`src/sv/sms_pkg.sv`:
```
// Shared types and constants for the subtitle markup stripper.
package sms_pkg;

    localparam logic [1:0] MODE_ASS  = 2'd0;
    localparam logic [1:0] MODE_VTT  = 2'd1;
    localparam logic [1:0] MODE_SRT  = 2'd2;
    localparam logic [1:0] MODE_PASS = 2'd3;

    localparam logic REG_MODE   = 1'b0;
    localparam logic REG_COMMAS = 1'b1;

    localparam logic [3:0] COMMAS_RESET = 4'd8;

    localparam logic [7:0] CH_NL    = 8'h0A;
    localparam logic [7:0] CH_SPACE = 8'h20;
    localparam logic [7:0] CH_AMP   = 8'h26;
    localparam logic [7:0] CH_COMMA = 8'h2C;
    localparam logic [7:0] CH_LT    = 8'h3C;
    localparam logic [7:0] CH_GT    = 8'h3E;
    localparam logic [7:0] CH_UPN   = 8'h4E;
    localparam logic [7:0] CH_BSL   = 8'h5C;
    localparam logic [7:0] CH_H     = 8'h68;
    localparam logic [7:0] CH_N     = 8'h6E;
    localparam logic [7:0] CH_LBR   = 8'h7B;
    localparam logic [7:0] CH_RBR   = 8'h7D;

    localparam int ENT_NUM = 4;
    localparam int ENT_MAX = 6;

    // &amp; &lt; &gt; &nbsp;
    localparam logic [7:0] ENT_TEXT [ENT_NUM][ENT_MAX] = '{
        '{8'h26, 8'h61, 8'h6D, 8'h70, 8'h3B, 8'h00},
        '{8'h26, 8'h6C, 8'h74, 8'h3B, 8'h00, 8'h00},
        '{8'h26, 8'h67, 8'h74, 8'h3B, 8'h00, 8'h00},
        '{8'h26, 8'h6E, 8'h62, 8'h73, 8'h70, 8'h3B}
    };
    localparam logic [2:0] ENT_SIZE  [ENT_NUM] = '{3'd5, 3'd4, 3'd4, 3'd6};
    localparam logic [7:0] ENT_VALUE [ENT_NUM] = '{CH_AMP, CH_LT, CH_GT, CH_SPACE};

    typedef struct packed {
        logic accept;
        logic eval;
        logic flush;
        logic bsl;
        logic finish;
    } t_cmd;

    typedef struct packed {
        logic out_busy;
        logic eval_flush;
        logic eval_again;
        logic flush_last;
        logic end_flush;
        logic end_bsl;
    } t_status;

endpackage

```
`src/sv/sms_ctrl.sv`:
```
// Sequencer that steps one input item through evaluation, entity flush and line end.
module sms_ctrl (
    input  logic            i_clk,
    input  logic            i_rst_n,
    input  logic            i_s_tvalid,
    output logic            o_s_tready,
    input  sms_pkg::t_status i_st,
    output sms_pkg::t_cmd   o_cmd
);
    import sms_pkg::*;

    localparam logic [1:0] ST_IDLE  = 2'd0;
    localparam logic [1:0] ST_EVAL  = 2'd1;
    localparam logic [1:0] ST_FLUSH = 2'd2;
    localparam logic [1:0] ST_END   = 2'd3;

    logic [1:0] r_state, n_state;
    logic       r_ret_end, n_ret_end;

    always_comb begin
        n_state   = r_state;
        n_ret_end = r_ret_end;
        o_cmd     = '0;
        o_s_tready = (r_state == ST_IDLE);
        case (r_state)
            ST_IDLE: begin
                if (i_s_tvalid) begin
                    o_cmd.accept = 1'b1;
                    n_state      = ST_EVAL;
                end
            end
            ST_EVAL: begin
                if (!i_st.out_busy) begin
                    if (i_st.eval_flush) begin
                        n_ret_end = 1'b0;
                        n_state   = ST_FLUSH;
                    end else begin
                        o_cmd.eval = 1'b1;
                        if (!i_st.eval_again)
                            n_state = ST_END;
                    end
                end
            end
            ST_FLUSH: begin
                if (!i_st.out_busy) begin
                    o_cmd.flush = 1'b1;
                    if (i_st.flush_last)
                        n_state = r_ret_end ? ST_END : ST_EVAL;
                end
            end
            ST_END: begin
                if (!i_st.out_busy) begin
                    if (i_st.end_flush) begin
                        n_ret_end = 1'b1;
                        n_state   = ST_FLUSH;
                    end else if (i_st.end_bsl) begin
                        o_cmd.bsl = 1'b1;
                    end else begin
                        o_cmd.finish = 1'b1;
                        n_state      = ST_IDLE;
                    end
                end
            end
            default: n_state = ST_IDLE;
        endcase
    end

    always_ff @(posedge i_clk) begin
        if (!i_rst_n) begin
            r_state   <= ST_IDLE;
            r_ret_end <= 1'b0;
        end else begin
            r_state   <= n_state;
            r_ret_end <= n_ret_end;
        end
    end

endmodule

```
`src/sv/sms_dp.sv`:
```
// Datapath: line state, entity lookahead buffer, hold byte and output register.
module sms_dp #(
    parameter int LOOKAHEAD_DEPTH = 6
) (
    input  logic             i_clk,
    input  logic             i_rst_n,
    input  logic             i_cfg_we,
    input  logic             i_cfg_idx,
    input  logic [3:0]       i_cfg_data,
    input  logic [7:0]       i_s_tdata,
    input  logic             i_s_tlast,
    input  sms_pkg::t_cmd    i_cmd,
    output sms_pkg::t_status o_st,
    input  logic             i_m_tready,
    output logic             o_m_tvalid,
    output logic [7:0]       o_m_tdata,
    output logic             o_m_tuser,
    output logic             o_m_tlast
);
    import sms_pkg::*;

    localparam int LEN_W = $clog2(LOOKAHEAD_DEPTH + 1);
    localparam int IDX_W = $clog2(LOOKAHEAD_DEPTH);

    localparam logic [2:0] PH_HEADER = 3'd0;
    localparam logic [2:0] PH_EXTRA  = 3'd1;
    localparam logic [2:0] PH_TEXT   = 3'd2;
    localparam logic [2:0] PH_TAG    = 3'd3;
    localparam logic [2:0] PH_ENTITY = 3'd4;

    logic [1:0]       r_mode, n_mode;
    logic [3:0]       r_hdr, n_hdr;
    logic [2:0]       r_phase, n_phase;
    logic [3:0]       r_cnt, n_cnt;
    logic             r_bs, n_bs;
    logic [LEN_W-1:0] r_len, n_len;
    logic [IDX_W-1:0] r_fidx, n_fidx;
    logic [7:0]       r_buf [LOOKAHEAD_DEPTH];
    logic [7:0]       r_c;
    logic             r_last;
    logic             r_hold_v, n_hold_v;
    logic [7:0]       r_hold, n_hold;
    logic             r_ov, n_ov;
    logic [7:0]       r_ob, n_ob;
    logic             r_obv, n_obv;
    logic             r_ol, n_ol;

    logic             buf_we;
    logic [7:0]       buf_wd;
    logic [IDX_W-1:0] buf_wa;
    logic             put_en;
    logic [7:0]       put_byte;
    logic             ent_hit, ent_done;
    logic [7:0]       ent_val;
    logic             same;
    logic             text_path;
    logic             esc_ok;
    logic [3:0]       cnt_inc;
    logic             flush_last;

    // entity prefix match on the held bytes plus the new one
    always_comb begin
        ent_hit  = 1'b0;
        ent_done = 1'b0;
        ent_val  = '0;
        same     = 1'b0;
        if (r_len != '0 && r_len < LEN_W'(LOOKAHEAD_DEPTH) && r_len < LEN_W'(ENT_MAX)) begin
            for (int k = 0; k < ENT_NUM; k++) begin
                same = (LEN_W'(ENT_SIZE[k]) > r_len);
                for (int i = 0; i < ENT_MAX; i++) begin
                    if (LEN_W'(i) < r_len && r_buf[i] != ENT_TEXT[k][i])
                        same = 1'b0;
                end
                if (!ent_hit && same && ENT_TEXT[k][r_len[2:0]] == r_c) begin
                    ent_hit  = 1'b1;
                    ent_done = (LEN_W'(ENT_SIZE[k]) == r_len + LEN_W'(1));
                    ent_val  = ENT_VALUE[k];
                end
            end
        end
    end

    assign text_path  = (r_phase == PH_TEXT) || (r_phase == PH_EXTRA && r_c != CH_COMMA)
                        || (r_phase == PH_TAG && 1'b0);
    assign esc_ok     = (r_c == CH_N) || (r_c == CH_UPN) || (r_c == CH_H && r_mode <= MODE_VTT);
    assign cnt_inc    = r_cnt + 4'd1;
    assign flush_last = (LEN_W'(r_fidx) + LEN_W'(1) >= r_len);

    always_comb begin
        o_st.out_busy   = r_ov && !i_m_tready;
        o_st.eval_flush = (r_phase == PH_ENTITY) && !ent_hit;
        o_st.eval_again = text_path && r_bs && !esc_ok;
        o_st.flush_last = flush_last;
        o_st.end_flush  = r_last && (r_phase == PH_ENTITY);
        o_st.end_bsl    = r_last && r_bs;
    end

    always_comb begin
        n_mode   = r_mode;
        n_hdr    = r_hdr;
        n_phase  = r_phase;
        n_cnt    = r_cnt;
        n_bs     = r_bs;
        n_len    = r_len;
        n_fidx   = r_fidx;
        buf_we   = 1'b0;
        buf_wd   = r_c;
        buf_wa   = r_len[IDX_W-1:0];
        put_en   = 1'b0;
        put_byte = r_c;
        if (i_cmd.eval) begin
            if (text_path) begin
                n_phase = PH_TEXT;
                if (r_bs) begin
                    n_bs   = 1'b0;
                    put_en = 1'b1;
                    if (r_c == CH_N || r_c == CH_UPN)
                        put_byte = CH_NL;
                    else if (r_c == CH_H && r_mode <= MODE_VTT)
                        put_byte = CH_SPACE;
                    else
                        put_byte = CH_BSL;
                end else if (r_mode == MODE_PASS) begin
                    put_en = 1'b1;
                end else if ((r_mode == MODE_ASS && r_c == CH_LBR)
                             || (r_mode != MODE_ASS && r_c == CH_LT)) begin
                    n_phase = PH_TAG;
                end else if (r_c == CH_BSL) begin
                    n_bs = 1'b1;
                end else if (r_mode == MODE_VTT && r_c == CH_AMP) begin
                    buf_we  = 1'b1;
                    buf_wa  = '0;
                    n_len   = LEN_W'(1);
                    n_phase = PH_ENTITY;
                end else begin
                    put_en = 1'b1;
                end
            end else begin
                case (r_phase)
                    PH_HEADER: begin
                        if (r_c == CH_COMMA) begin
                            n_cnt = cnt_inc;
                            if (cnt_inc >= r_hdr)
                                n_phase = PH_EXTRA;
                        end
                    end
                    PH_EXTRA: n_phase = PH_TEXT;
                    PH_TAG: begin
                        if (r_c == ((r_mode == MODE_ASS) ? CH_RBR : CH_GT))
                            n_phase = PH_TEXT;
                    end
                    PH_ENTITY: begin
                        if (ent_done) begin
                            put_en   = 1'b1;
                            put_byte = ent_val;
                            n_len    = '0;
                            n_phase  = PH_TEXT;
                        end else begin
                            buf_we = 1'b1;
                            n_len  = r_len + LEN_W'(1);
                        end
                    end
                    default: n_phase = PH_TEXT;
                endcase
            end
        end
        if (i_cmd.flush) begin
            put_en   = 1'b1;
            put_byte = r_buf[r_fidx];
            n_fidx   = r_fidx + IDX_W'(1);
            if (flush_last) begin
                n_fidx  = '0;
                n_len   = '0;
                n_phase = PH_TEXT;
            end
        end
        if (i_cmd.bsl) begin
            put_en   = 1'b1;
            put_byte = CH_BSL;
            n_bs     = 1'b0;
        end
        if (i_cfg_we) begin
            if (i_cfg_idx == REG_MODE)
                n_mode = i_cfg_data[1:0];
            else
                n_hdr = i_cfg_data;
        end
        if ((i_cmd.finish && r_last) || i_cfg_we) begin
            n_phase = (n_mode == MODE_ASS) ? ((n_hdr != '0) ? PH_HEADER : PH_EXTRA) : PH_TEXT;
            n_cnt   = '0;
            n_bs    = 1'b0;
            n_len   = '0;
        end
    end

    // one byte stays in the hold register so the line end can mark it
    always_comb begin
        n_hold_v = r_hold_v;
        n_hold   = r_hold;
        n_ov     = r_ov && !i_m_tready;
        n_ob     = r_ob;
        n_obv    = r_obv;
        n_ol     = r_ol;
        if (put_en) begin
            if (r_hold_v) begin
                n_ov  = 1'b1;
                n_ob  = r_hold;
                n_obv = 1'b1;
                n_ol  = 1'b0;
            end
            n_hold_v = 1'b1;
            n_hold   = put_byte;
        end
        if (i_cmd.finish) begin
            if (r_hold_v) begin
                n_ov  = 1'b1;
                n_ob  = r_hold;
                n_obv = 1'b1;
                n_ol  = r_last;
            end else if (r_last) begin
                n_ov  = 1'b1;
                n_ob  = '0;
                n_obv = 1'b0;
                n_ol  = 1'b1;
            end
            n_hold_v = 1'b0;
        end
    end

    always_ff @(posedge i_clk) begin
        if (!i_rst_n) begin
            r_mode   <= MODE_ASS;
            r_hdr    <= COMMAS_RESET;
            r_phase  <= PH_HEADER;
            r_cnt    <= '0;
            r_bs     <= 1'b0;
            r_len    <= '0;
            r_fidx   <= '0;
            r_hold_v <= 1'b0;
            r_ov     <= 1'b0;
        end else begin
            r_mode   <= n_mode;
            r_hdr    <= n_hdr;
            r_phase  <= n_phase;
            r_cnt    <= n_cnt;
            r_bs     <= n_bs;
            r_len    <= n_len;
            r_fidx   <= n_fidx;
            r_hold_v <= n_hold_v;
            r_ov     <= n_ov;
        end
    end

    always_ff @(posedge i_clk) begin
        r_hold <= n_hold;
        r_ob   <= n_ob;
        r_obv  <= n_obv;
        r_ol   <= n_ol;
        if (i_cmd.accept) begin
            r_c    <= i_s_tdata;
            r_last <= i_s_tlast;
        end
        if (buf_we)
            r_buf[buf_wa] <= buf_wd;
    end

    assign o_m_tvalid = r_ov;
    assign o_m_tdata  = r_ob;
    assign o_m_tuser  = r_obv;
    assign o_m_tlast  = r_ol;

endmodule

```
`src/sv/subtitle_markup_stripper.sv`:
```
// Subtitle markup stripper top level: sequencer plus datapath.
//
// One input byte is taken at a time and passes through accept, evaluate and
// line-end check. An unknown escape is evaluated again to emit its extra byte,
// and a trailing backslash is emitted in the line-end check. An entity mismatch,
// or an entity still open at the line end, leads to a flush state that replays
// the buffered bytes (up to five) one byte per cycle, while the sink keeps up,
// through a single hold register, then returns to the step it came from. Any step
// stalls while the output register holds an item the sink has not taken. The last
// byte of a line carries tlast; a line that ends with no byte gives one item with
// tuser 0 and tdata 0. Configuration writes reset the line state and must be made between items.
module subtitle_markup_stripper #(
    parameter int LOOKAHEAD_DEPTH = 6
) (
    input  logic       i_clk,
    input  logic       i_rst_n,
    input  logic       i_cfg_we,
    input  logic       i_cfg_idx,
    input  logic [3:0] i_cfg_data,
    input  logic       i_s_tvalid,
    output logic       o_s_tready,
    input  logic [7:0] i_s_tdata,   // [7:0] char_in
    input  logic       i_s_tlast,
    output logic       o_m_tvalid,
    input  logic       i_m_tready,
    output logic [7:0] o_m_tdata,   // [7:0] char_out
    output logic       o_m_tuser,   // [0] char_valid
    output logic       o_m_tlast
);
    import sms_pkg::*;

    t_cmd    cmd;
    t_status st;

    sms_ctrl u_ctrl (
        .i_clk      (i_clk),
        .i_rst_n    (i_rst_n),
        .i_s_tvalid (i_s_tvalid),
        .o_s_tready (o_s_tready),
        .i_st       (st),
        .o_cmd      (cmd)
    );

    sms_dp #(
        .LOOKAHEAD_DEPTH (LOOKAHEAD_DEPTH)
    ) u_dp (
        .i_clk      (i_clk),
        .i_rst_n    (i_rst_n),
        .i_cfg_we   (i_cfg_we),
        .i_cfg_idx  (i_cfg_idx),
        .i_cfg_data (i_cfg_data),
        .i_s_tdata  (i_s_tdata),
        .i_s_tlast  (i_s_tlast),
        .i_cmd      (cmd),
        .o_st       (st),
        .i_m_tready (i_m_tready),
        .o_m_tvalid (o_m_tvalid),
        .o_m_tdata  (o_m_tdata),
        .o_m_tuser  (o_m_tuser),
        .o_m_tlast  (o_m_tlast)
    );

endmodule

```
`config.mk`:
```
export PLATFORM = sky130hd
export DESIGN_NAME = subtitle_markup_stripper
export DESIGN_NICKNAME = d
export VERILOG_FILES = /design/src/sv/sms_pkg.sv /design/src/sv/sms_ctrl.sv /design/src/sv/sms_dp.sv /design/src/sv/subtitle_markup_stripper.sv
export SDC_FILE = /design/constraint.sdc
export NUM_CORES = 1
export LEC_CHECK = 0
export ABC_CLOCK_PERIOD_IN_PS = 4400
export BUFFER_PORTS_ARGS = -buffer_cell sky130_fd_sc_hd__buf_2
export CAP_MARGIN = 20
export CORE_ASPECT_RATIO = 2
export CORE_MARGIN = 5
export CORE_UTILIZATION = 45
export CTS_CLUSTER_SIZE = 24
export DETAILED_ROUTE_END_ITERATION = 8
export HOLD_SLACK_MARGIN = 0.15
export PLACE_DENSITY = 0.69
export SLEW_MARGIN = 20
export SYNTH_ARGS = -nofsm -noshare
export SYNTH_HDL_FRONTEND = slang
export SYNTH_SLANG_ARGS = --single-unit
```
`constraint.sdc`:
```
create_clock -name i_clk -period 4.4 [get_ports i_clk]
set_clock_uncertainty 0.1 [all_clocks]
set_input_delay 0.44 -clock i_clk [delete_from_list [all_inputs] [get_ports i_clk]]
set_output_delay 0.44 -clock i_clk [all_outputs]
set_load 0.005 [all_outputs]
```
======== Word-level counts from Yosys, hierarchy flattened ========
Memories as Yosys holds them, arrays and structs flattened. A register that Yosys moved wholly into a read port is not among the register bits.
Index checks and enable logic that the tools add are counted.
operators by class
  $add $sub $neg .......................... 3
  multiply operators ...................... 0
  divide/modulo/power cells ............... 0
  order comparisons ....................... 14
  equal/unequal tests ..................... 49
  shifts and indexed selects .............. 0
  muxes and demuxes ....................... 178
  bitwise logic cells ..................... 3
  reductions and logical operators ........ 65
operators by type and width
  cell                   number
  $mux W8                21
  $mux W3                36
  $mux W1                95
  $ne A8 B7 Y1 const B   10
  $eq A8 B7 Y1 const B   5
  $eq A8 B8 Y1           5
  $ne A8 B6 Y1 const B   5
  $logic_and A1 B1 Y1    37
  $mux W2                15
  $eq A8 B6 Y1 const B   3
  $mux W6                4
  $reduce_bool A8 Y1     2
  $mux W7                2
  $ne A2 B2 Y1 const B   6
  $eq A3 B3 Y1 const A   3
  $gt A3 B3 Y1 const A   3
  $pmux W3 S3            1
  $mux W4                2
  $pmux W2 S4            1
  $reduce_and A7 Y1      1
  $add A3 B1 Y3 const B  2
  $eq A2 B2 Y1 const B   3
  $eq A3 B2 Y1 const B   2
  $logic_not A1 Y1       6
  other kinds (28)       42
storage, ports and cells
  register bits after elaboration ......... 52
  latch bits .............................. 0
  RAM bits ................................ 48
  ROM bits ................................ 256
  output and inout bits ................... 12
  logic and storage cells ................. 334
  memories kept ........................... 5
memory list
  name             depth  bits a word  read ports  clocked after Yosys merged registers in  wr ports  RTL line      source
  (no name shown)  8      8            1           0                                        0         sms_dp.sv:74  if (!ent_hit && same && ENT_TEXT[k][r_len[2:0]] == r_c) begin
  (no name shown)  8      8            1           0                                        0         sms_dp.sv:74
  (no name shown)  8      8            1           0                                        0         sms_dp.sv:74
  (no name shown)  8      8            1           0                                        0         sms_dp.sv:74
  u_dp.r_buf       6      8            7           1                                        1         sms_dp.sv:38  logic [7:0] r_buf [LOOKAHEAD_DEPTH];

======== Longest topological paths before layout ========
Gate-level depths: netlist (run 1).
An unclocked memory read counts as a cell.
  word-level depth ........................ 40
  mapped depth ............................ 12

======== By module ========
A second synthesis (run 1) with hierarchy kept.
unflattened totals
  cell total of the unflattened synthesis .. 603
  area total of the unflattened synthesis .. 6618.8 um2
modules (own cells, without submodules)
  module    instances  cells an instance  area an instance (um2)  sequential area each (um2)
  sms_dp    1          573                6356.1                  3133.0
  sms_ctrl  1          30                 262.8                   60.1

======== Worst setup path after synthesis (run 1) ========
No wires, ideal clock.
  path type ............................... register -> register
  start point ............................. register u_dp.r_len[0]
  end point ............................... memory u_dp.r_buf[5][0], enable pin
  arrival time ............................ 3.670 ns
  data required time ...................... 3.905 ns
  setup slack ............................. 0.236 ns
  cell stages (with the launch flop) ...... 12
  path buffers ............................ 1
  clock period less this slack ............ 4.164 ns
  path through ............................ dfxtp_1 -> ha_1 -> inv_1 -> ha_1 -> xor2_1 -> o2111ai_1 -> or3_1 -> or4_4 -> a31oi_4 -> o21ai_4 -> clkbuf_1 -> nor4_1
between the ends
  word-level cells in the longest chain between the ends .. 35
  elaborated cells between the ends (all ways) .. 118
  those cells by class .................... add/sub (1); order compare (10); eq/ne (7); mux (64); bitwise (1); reduce/logical (31); memory (4)
ends and longest elaborated chain
  what                           RTL line        source
  start: declaration             sms_dp.sv:36    logic [LEN_W-1:0] r_len, n_len;
  start signal: assignment       sms_dp.sv:247   r_len <= n_len;
  $lt A1 B3 Y1                   sms_dp.sv:71    if (LEN_W'(i) < r_len && r_buf[i] != ENT_TEXT[k][i])
  $logic_and A1 B1 Y1            sms_dp.sv:71
  $mux W1 (6 in a row)           sms_dp.sv:71
  $mux W1                        sms_dp.sv:67    if (r_len != '0 && r_len < LEN_W'(LOOKAHEAD_DEPTH) && r_len < LEN_W'(ENT_MAX)) begin
  $logic_and A1 B1 Y1            sms_dp.sv:74
  $mux W1                        sms_dp.sv:74
  $mux W1                        sms_dp.sv:67
  $logic_not A1 Y1               sms_dp.sv:74
  [14 not listed]                --
  $logic_not A1 Y1               sms_dp.sv:91    o_st.eval_flush = (r_phase == PH_ENTITY) && !ent_hit;
  $logic_and A1 B1 Y1            sms_dp.sv:91
  $mux W1                        sms_ctrl.sv:34  if (i_st.eval_flush) begin
  $mux W1                        sms_ctrl.sv:33  if (!i_st.out_busy) begin
  $mux W1                        sms_ctrl.sv:25  case (r_state)
  $mux W1                        sms_dp.sv:111   if (i_cmd.eval) begin
  $mux W1                        sms_dp.sv:263   if (buf_we)
  $mux W1 (implied by the code)  sms_dp.sv:264   r_buf[buf_wa] <= buf_wd;
  end: declaration               sms_dp.sv:38
Parallel ways exist; a longest one is shown, timed or not. The select of a mux whose other input is x is not followed.

======== Worst setup path in the final report (run 1) ========
  start point ............................. register u_dp.r_len[0]
  end point ............................... memory u_dp.r_buf[3][6], enable pin
Same word-level chain as after synthesis.

==> impl_results.md, run 1 <==
- Status: finished clean
- Distinct cells, synth: 82
- First-pass GRT wire length: 29.2 mm
- IO Pins: 31
- Syn Area/Cell: 11.3 um2
- CTS tree: yes
- Crit-path max FO: 18
- # resized after CTS: 0
- Post-Synthesis Cell Area: 6560 um2
- Final critical-path share of the clock period: 91.6%
- Power per cell area: 465 nW/um2
- Die height: 181 um
- Via count: 5,135
- Placeable Area: 14,400 um2
- Clk slew on worst S/H paths: 0.06 ns
- FF-to-FF Start: u_dp.r_len[0]
- Yosys reg bits: 119
- RD Place Congestion: 1.00
- # DRC: 0
- Root Buffer: clkbuf_16
- Mapped Cells: 580
- Antenna-violating nets left: 0
- Dominant synthesized flop cell: edfxtp_1
- WP data required: 4.38 ns
- Flop-to-flop setup slack: 0.37 ns
- Reg2reg end: u_dp.r_buf[3][6]
- DR WL/cell: 22.4 um
- Number of enable flip-flop cells after synthesis: 81
- Crit. End Element: flip-flop
- Initial Util: 45.7%
- H-tree lvl count: 4
- # port buffers: 30
- Max-slew violations: 0
- Min-Delay Path Class: primary input to flip-flop
- Initial antenna violation count: 0
- GRT Overall Usage: 23.2%
- Dpl cells: 806
- Final std cells w/o fill: 847
- Routed met3 length: 876 um
- Total gr overflow: 0
- Vias in the first global route: 5,281
- Layout cell share with drive strength beyond 1: 17.7%
- M1 WL: 6.04 mm
- Peak VDD IR: 0.000280 V
- Bufs on Longest Clock Path: 2
- Place WS: 0.409 ns
- Die area: 17,200 um2
- Worst-case reg-to-reg path depth: 11
- Final critical-path setup slack: 0.369 ns
- Met2 wire len: 10.4 mm
- WP data arrival: 4.01 ns
- Slew of the pin with the lowest slew margin: 1.03 ns
- YS warnings: 0
- Max-cap violations: 0
- Uppermost layer routed: met4
- Slew HR: 30.5%
- FMAX: 248 MHz
- Crit path time final: 4.03 ns
- Vias per inst: 6.06
- Hold path cells: 3
- Antenna fix cells: 0
- Clock Sink Count: 119
- Largest net degree at the start of global routing: 20
- RSZ-0062 raised after global routing: false
- DR pass1 iterations: 6
- Placed wire-length estimate: 14.4 mm
- Final Hold Fails: 0
- Setup TNS: 0 ns
- NumNets Final: 679
- Die X-Extent: 95.3 um
- Final-report setup violation count: 0
- Kind of critical path: flip-flop to flip-flop
- Worst hold slack: 0.214 ns
- FP Rows: 62
- Postcts setup bufs: 0
- Hold Path Sink: u_dp.r_hdr[2]
- Sequential area share after synthesis: 48.7%
- WL final: 19.0 mm
- P_leak: 0.00271 uW
- Hold_sp: i_cfg_data[2]
- Clk_lat worst skew: 0.42 ns
- CP Launch Type: flip-flop
- Area Growth Syn to Fin: 16.8%
- Async SR Flop Fraction: 0%
- Initial DRC Count: 375
- TritonCTS Buffers: 17
-- layer usage --
metal  track usage [%]  up-vias
met3              4.14       89
li1                  -     2334
met2              41.8      221
met5                 0        -
met1              21.7     2491
met4              19.1        0
-- cell usage after synthesis, drive strengths merged, types with 5 or more instances --
cell,instances,area [um2]
a21oi,18,101
nand2b,9,56.3
and2,9,56.3
a21boi,8,60.1
nand3,10,50.1
inv,27,101
nor2,32,125
nor2b,15,93.8
nand4,6,37.5
xor2,6,52.6
mux4,16,360
o31ai,5,47.5
a211oi,8,60.1
xnor2,14,130
o211ai,7,52.6
nand2,45,169
a31oi,5,46.3
nor3,15,75.1
buf,13,105
clkbuf,16,60.1
or3,6,37.5
o21ai,25,140
nor4,11,68.8
dfxtp,38,761
ha,18,225
mux2i,18,180
edfxtp,81,2430
a21o,9,67.6
-- how the worst max path moves through the flow --
stage	start	cells past startpoint	slack, ns	endpoint
after CTS	u_dp.r_len[0]	11	0.38	u_dp.r_buf[3][2]
final	u_dp.r_len[0]	11	0.37	u_dp.r_buf[3][6]
after floorplan	u_dp.r_len[0]	11	0.24	u_dp.r_buf[5][0]
after global placement	u_dp.r_len[0]	11	0.54	u_dp.r_buf[3][6]
after global routing	u_dp.r_len[0]	11	0.18	u_dp.r_buf[2][6]
after detailed placement	u_dp.r_len[0]	11	0.41	u_dp.r_buf[3][4]
-- timing repair --
item | CTS | global route
hold buffers | 9 | 0
endpoints found under the hold margin | 9 | 0
endpoints found under the setup margin | 0 | 0
-- worst max-delay path: stages (launching register included) --
cell and delay [ns]:
dfxtp_1 0.39, ha_1 0.33, inv_1 0.11, ha_1 0.21, xor2_1 0.13, o2111ai_1 0.12, or3_1 0.43, or4_4 0.55
a31oi_4 0.29, o21ai_4 0.19, nor3_1 0.40, and3_1 0.44
-- cell families after synthesis --
logic type,Yosys count,share of synthesized area [%]
adder cells (fa/ha/maj),18,3.44
other,1,0.0572
XOR/XNOR,20,2.79
AND/OR/NAND/NOR,194,16.7
flip-flops,119,48.7
buffers and inverters,56,4.07
AO/OA/AOI/OAI,135,15.5
multiplexers,37,8.76
-- layout by cell type, fill, tap and decap left out, types with 7 or more instances in the layout --
master	instances
a211oi_1	8
a21boi_0	8
a21o_1	9
a21oi_1	17
and2_1	9
buf_2	30
buf_4	18
clkbuf_16	17
conb_1	16
dfxtp_1	37
dlygate4sd3_1	9
edfxtp_1	81
ha_1	18
inv_1	27
mux2i_1	18
mux4_2	16
nand2_1	45
nand2b_1	9
nand3_1	10
nor2_1	30
nor2b_1	15
nor3_1	15
nor4_1	11
o211ai_1	7
o21ai_0	23
xnor2_1	13
-- metrics by stage --
step                utilization, %  area, um2  power (uW)
CTS                           53.3       7650        3570
finish                        53.3       7650        3560
global placement              48.6       6970        2160
global route                  53.3       7650        3710
floorplan                        -       6610        1910
detailed placement            48.6       6970        2170
-- flip-flops by register name (all words and copies together) (netlist names), named ones only --
name	flops
u_dp.r_buf	64
u_dp.buf_wd	8
u_dp.o_m_tdata	8
u_dp.r_hold	8
u_dp.r_cnt	4
u_dp.r_hdr	4
u_dp.r_fidx	3
u_dp.r_len	3
u_dp.r_phase	3
u_ctrl.r_state	2
u_dp.r_mode	2
u_ctrl.r_ret_end	1
u_dp.o_m_tlast	1
u_dp.o_m_tuser	1
u_dp.o_m_tvalid	1
u_dp.r_bs	1
u_dp.r_hold_v	1
u_dp.r_last	1
-- power breakdown --
group          leakage, uW  switching, uW  internal [uW]
combinational      0.00137            413            247
sequential         0.00106            128           1370
clock             0.000285            552            848
-- final cells by class --
cell class,instances,area [um2]
clock buffer,18,429
inverter,27,101
tap,192,240
timing repair buffer,57,375
clock inverter,14,161
sequential,119,3190
multi-input combinational,420,3150
fill,1260,6700
No activity file was read; power rests on OpenSTA's default activity.
==> run 2, diff against run 1 <==
MAX_ROUTING_LAYER = met4   (was default)
==> impl_results.md, run 2 (synthesis gave the netlist of run 1 again) <==
- Critical path startpoint: u_dp.r_len[1]
- Min-Delay Path Class: primary input to flip-flop
- Clk_lat worst skew: 0.43 ns
- Final-report setup violation count: 0
- Initial DRC Count: 426
- Multi-input logic area: 3150 um2
- Layout cell share with drive strength beyond 1: 17.6%
- Hold buffer count at CTS: 9
- Final std cells w/o fill: 847
- Clk slew on worst S/H paths: 0.07 ns
- Postcts setup bufs: 0
- Crit-path max FO: 18
- Clock Sink Count: 119
- Antenna-violating nets left: 0
- Vias per inst: 6.08
- Hold_sp: i_cfg_data[0]
- Largest net degree at the start of global routing: 20
- Initial antenna violation count: 0
- Via count: 5,153
- Max-cap violations: 0
- Die area: 17,200 um2
- FF-to-FF Start: u_dp.r_len[1]
- GRT Overall Usage: 24.4%
- Crit. End Element: flip-flop
- Area Growth Syn to Fin: 17.3%
- Reg area: 3190 um2
- Root Buffer: clkbuf_16
- # port buffers: 30
- Final critical-path share of the clock period: 91.0%
- Antenna fix cells: 0
- NumNets Final: 679
- Peak VDD IR: 0.000353 V
- Die X-Extent: 95.3 um
- # DRC: 0
- IO Pins: 31
- Status: finished clean
- Vias in the first global route: 5,196
- Fillers: 1,236
- CP Launch Type: flip-flop
- Placed wire-length estimate: 14.6 mm
- RD Place Congestion: 1.02
- FP Rows: 62
- WP data arrival: 3.97 ns
- Largest register FFs: 64
- Power per cell area: 475 nW/um2
- Slew of the pin with the lowest slew margin: 1.20 ns
- DR pass1 iterations: 6
- FMAX: 250 MHz
- CTS tree: yes
- P_leak: 0.00272 uW
- RSZ-0062 raised after global routing: false
- First-pass GRT wire length: 29.8 mm
- Total gr overflow: 0
- Most common cell after layout, fill and taps aside: edfxtp_1
- Max-slew violations: 0
- Die height: 181 um
- # resized after CTS: 0
- Most flops, register: u_dp.r_buf
- Layout Utilization: 53.6%
- Placeable Area: 14,400 um2
- Dpl cells: 806
- TritonCTS Buffers: 17
- Bufs on Longest Clock Path: 2
- Crit path time final: 4.00 ns
- WL final: 19.4 mm
- Most used cells in the layout excluding fill and tap cells: 81 x edfxtp_1, 45 x nand2_1, 37 x dfxtp_1
- Slew HR: 18.7%
- Kind of critical path: flip-flop to flip-flop
- DR WL/cell: 22.9 um
- H-tree lvl count: 4
- Initial Util: 45.7%
- Final Hold Fails: 0
- Setup TNS: 0 ns
- WP data required: 4.37 ns
[run 2: per-layer routing]
metal | vias to the layer above | share of wire [%] | GRT usage (%)
met4 | 0 | 8.3 | 18.6
met2 | 234 | 54 | 41.5
li1 | 2350 | - | -
met1 | 2484 | 33 | 23.8
met5 | - | 0 | -
met3 | 85 | 4.3 | 4.14
[run 2: final timing paths]
check / end / slack (ns) / depth (start not counted)
max: u_dp.r_buf[2][6] / 0.40 / 11
min: u_dp.r_mode[0] / 0.22 / 3
max reg2reg: u_dp.r_buf[2][6] / 0.40 / 11
min reg2reg: u_dp.o_m_tdata[1] / 0.36 / 2
[run 2: final cells by class]
class / count / share of cell area [%]
repair buffers: 57 / 4.88
multi-input cells: 420 / 41.0
clock buffers: 18 / 5.58
well taps: 192 / 3.12
flip-flops and latches: 119 / 41.5
clock inverters: 14 / 2.55
inverters: 27 / 1.32
[run 2: power breakdown]
group / leakage, uW / switching, uW / internal (uW)
sequential: 0.00106 / 133 / 1370
clock: 0.000299 / 535 / 952
combinational: 0.00137 / 416 / 247
total: 0.00272 / 1080 / 2570
[run 2: worst max-delay path, stage by stage (launching register included)]
cell and delay [ns]:
dfxtp_1 0.38, ha_1 0.30, inv_1 0.10, ha_1 0.21
xor2_1 0.13, o2111ai_1 0.13, or3_1 0.43, or4_4 0.55
a31oi_4 0.30, o21ai_4 0.20, nor4_1 0.37, and3_1 0.44
[run 2: through the flow]
step	power [uW]	hold WS, ns	worst slack (ns)	area (um2)
2_1_floorplan	1910	0.351	0.236	6610
3_3_place_gp	2160	0.341	0.615	6970
3_5_place_dp	2180	0.354	0.467	6970
4_1_cts	3680	0.224	0.448	7690
5_1_grt	3810	0.241	0.119	7690
6_report	3660	0.224	0.398	7690
==> run 3, diff against run 2 <==
ABC_CLOCK_PERIOD_IN_PS = 4900   (was 4400)
PLACE_DENSITY = 0.66   (was 0.69)
clock period = 4.9 ns   (was 4.4 ns; I/O delays follow)
==> impl_results.md, run 3 (synthesis gave the netlist of run 1 again) <==
- Die height: 181 um
- Clk slew on worst S/H paths: 0.06 ns
- Critical path's most frequent cell: ha_1
- WP data required: 4.87 ns
- Met2 Track Usage GR: 41.6%
- Largest register FFs: 64
- Final-report setup violation count: 0
- Initial antenna violation count: 0
- Sw Ratio: 30.4%
- Via count: 5,071
- RSZ-0062 raised after global routing: false
- Layout cell share with drive strength beyond 1: 17.2%
- Clk_lat worst skew: 0.42 ns
- Placeable Area: 14,400 um2
- DR pass1 iterations: 5
- # port buffers: 30
- Max-slew violations: 0
- Most flops, register: u_dp.r_buf
- Peak VDD IR: 0.000327 V
- Area Growth Syn to Fin: 16.2%
- WL final: 19.2 mm
- Fillers: 1,277
- Bufs on Longest Clock Path: 2
- Postcts setup bufs: 0
- Vias in the first global route: 5,179
- P_leak: 0.00269 uW
- Routing usage on met3: 4.01%
- CP max stage delay: 0.54 ns
- RD Place Congestion: 1.10
- DP Area: 6950 um2
- Total gr overflow: 0
- Busiest layer in global routing: met2
- Die area: 17,200 um2
- Vias per inst: 6.01
- CP Buf/Inv Count: 1
- Power per cell area: 416 nW/um2
- Status: finished clean
- Final Hold Fails: 0
- # DRC: 0
- Internal power: 2200 uW
- Cell Chain, Critical Path: ha_1 > inv_1 > ha_1 > xor2_1 > o2111ai_1 > or3_1 > or4_4 > a31oi_4 > o21ai_4 > nor4_1 > and3_1
- Met1 Resource Use GR: 23.1%
- Finished Cell Area: 7620 um2
- Slew HR: 24.5%
- Kind of critical path: flip-flop to flip-flop
- Slew of the pin with the lowest slew margin: 1.12 ns
- TritonCTS Buffers: 17
- Die X-Extent: 95.3 um
- DR WL/cell: 22.7 um
- IO Pins: 31
- Root Buffer: clkbuf_16
- Crit path time final: 4.14 ns
- H-tree lvl count: 4
- Crit. End Element: flip-flop
- Most used cells in the layout excluding fill and tap cells: 81 x edfxtp_1, 45 x nand2_1, 37 x dfxtp_1
- Clock Sink Count: 119
- Setup TNS: 0 ns
- Largest net degree at the start of global routing: 24
- Max-cap violations: 0
- Initial DRC Count: 250
- WP data arrival: 4.11 ns
- Crit-path max FO: 18
- Comb pwr share: 18.7%
- FP Rows: 62
- Most common cell after layout, fill and taps aside: edfxtp_1
- First-pass GRT wire length: 29.3 mm
- Crit-path slowest cell: or4_4
- Power share of the sequential group: 42.8%
- Placed wire-length estimate: 14.5 mm
- Min-Delay Path Class: primary input to flip-flop
- CP Launch Type: flip-flop
- GRT Overall Usage: 24.2%
- Antenna fix cells: 0
- Clock power share: 38.5%
- Delay-heaviest family, CP: simple AND/OR/NAND/NOR gates
- Initial Util: 45.7%
- Antenna-violating nets left: 0
- CTS tree: yes
- Final critical-path share of the clock period: 84.5%
- P_sw: 964 uW
- FMAX: 242 MHz
- NumNets Final: 676
[run 3: cell count changes in the layout (fill, tap and decap cells not counted), sizes merged]
cell and delta:
bufinv -2, inv +1, clkinvlp -2, clkinv +3
buf -3
[run 3: area by class of cell]
cell class,count,area [um2],share of cell area [%]
Sequential cell,119,3190,41.9
Multi-Input combinational cell,420,3150,41.4
Clock buffer,18,429,5.63
Timing Repair Buffer,54,353,4.63
Tap cell,192,240,3.15
Clock inverter,14,149,1.95
Inverter,27,101,1.33
[run 3: per-stage QoR]
stage,hold WS [ns],std cells,util (%),total power [uW],setup WS (ns)
after floorplan,0.351,595,-,1720,0.736
after global placement,0.344,803,48.4,1950,0.917
after detailed placement,0.347,803,48.4,1960,0.794
after CTS,0.256,844,53.1,3190,0.781
after global routing,0.291,844,53.1,3310,0.517
final,0.253,844,53.1,3170,0.761
[run 3: what timing repair did]
action | 4_1_cts | 5_1_grt
hold buffers | 9 | 0
endpoints found under the hold margin | 9 | 0
resized for setup | 0 | 0
[run 3: path summary, 6_finish.rpt]
kind,start,end,slack [ns],cells after the start
worst max-delay path,u_dp.r_len[1],u_dp.r_buf[2][7],0.76,11
worst min-delay path,i_cfg_data[3],u_dp.r_hdr[3],0.25,3
worst min register to register,u_dp.o_m_tdata[2],u_dp.o_m_tdata[2],0.35,2
worst max register to register,u_dp.r_len[1],u_dp.r_buf[2][7],0.76,11
[run 3: power by group through the flow]
stage	logic (uW)	clock network, uW	registers [uW]
after floorplan	402	0	1320
after global placement	580	0	1370
after detailed placement	590	0	1370
after CTS	596	1230	1360
after global routing	653	1280	1370
final	592	1220	1360
[run 3: tightest hold or removal path: stages]
cell	delay [ns]
buf_2	0.08
nand3_1	0.07
nand3_1	0.10
[run 3: per-layer routing]
metal / up-vias / wire length (um)
li1: 2342 / -
met1: 2471 / 6430
met2: 178 / 10400
met3: 80 / 734
met4: 0 / 1630
met5: - / 0
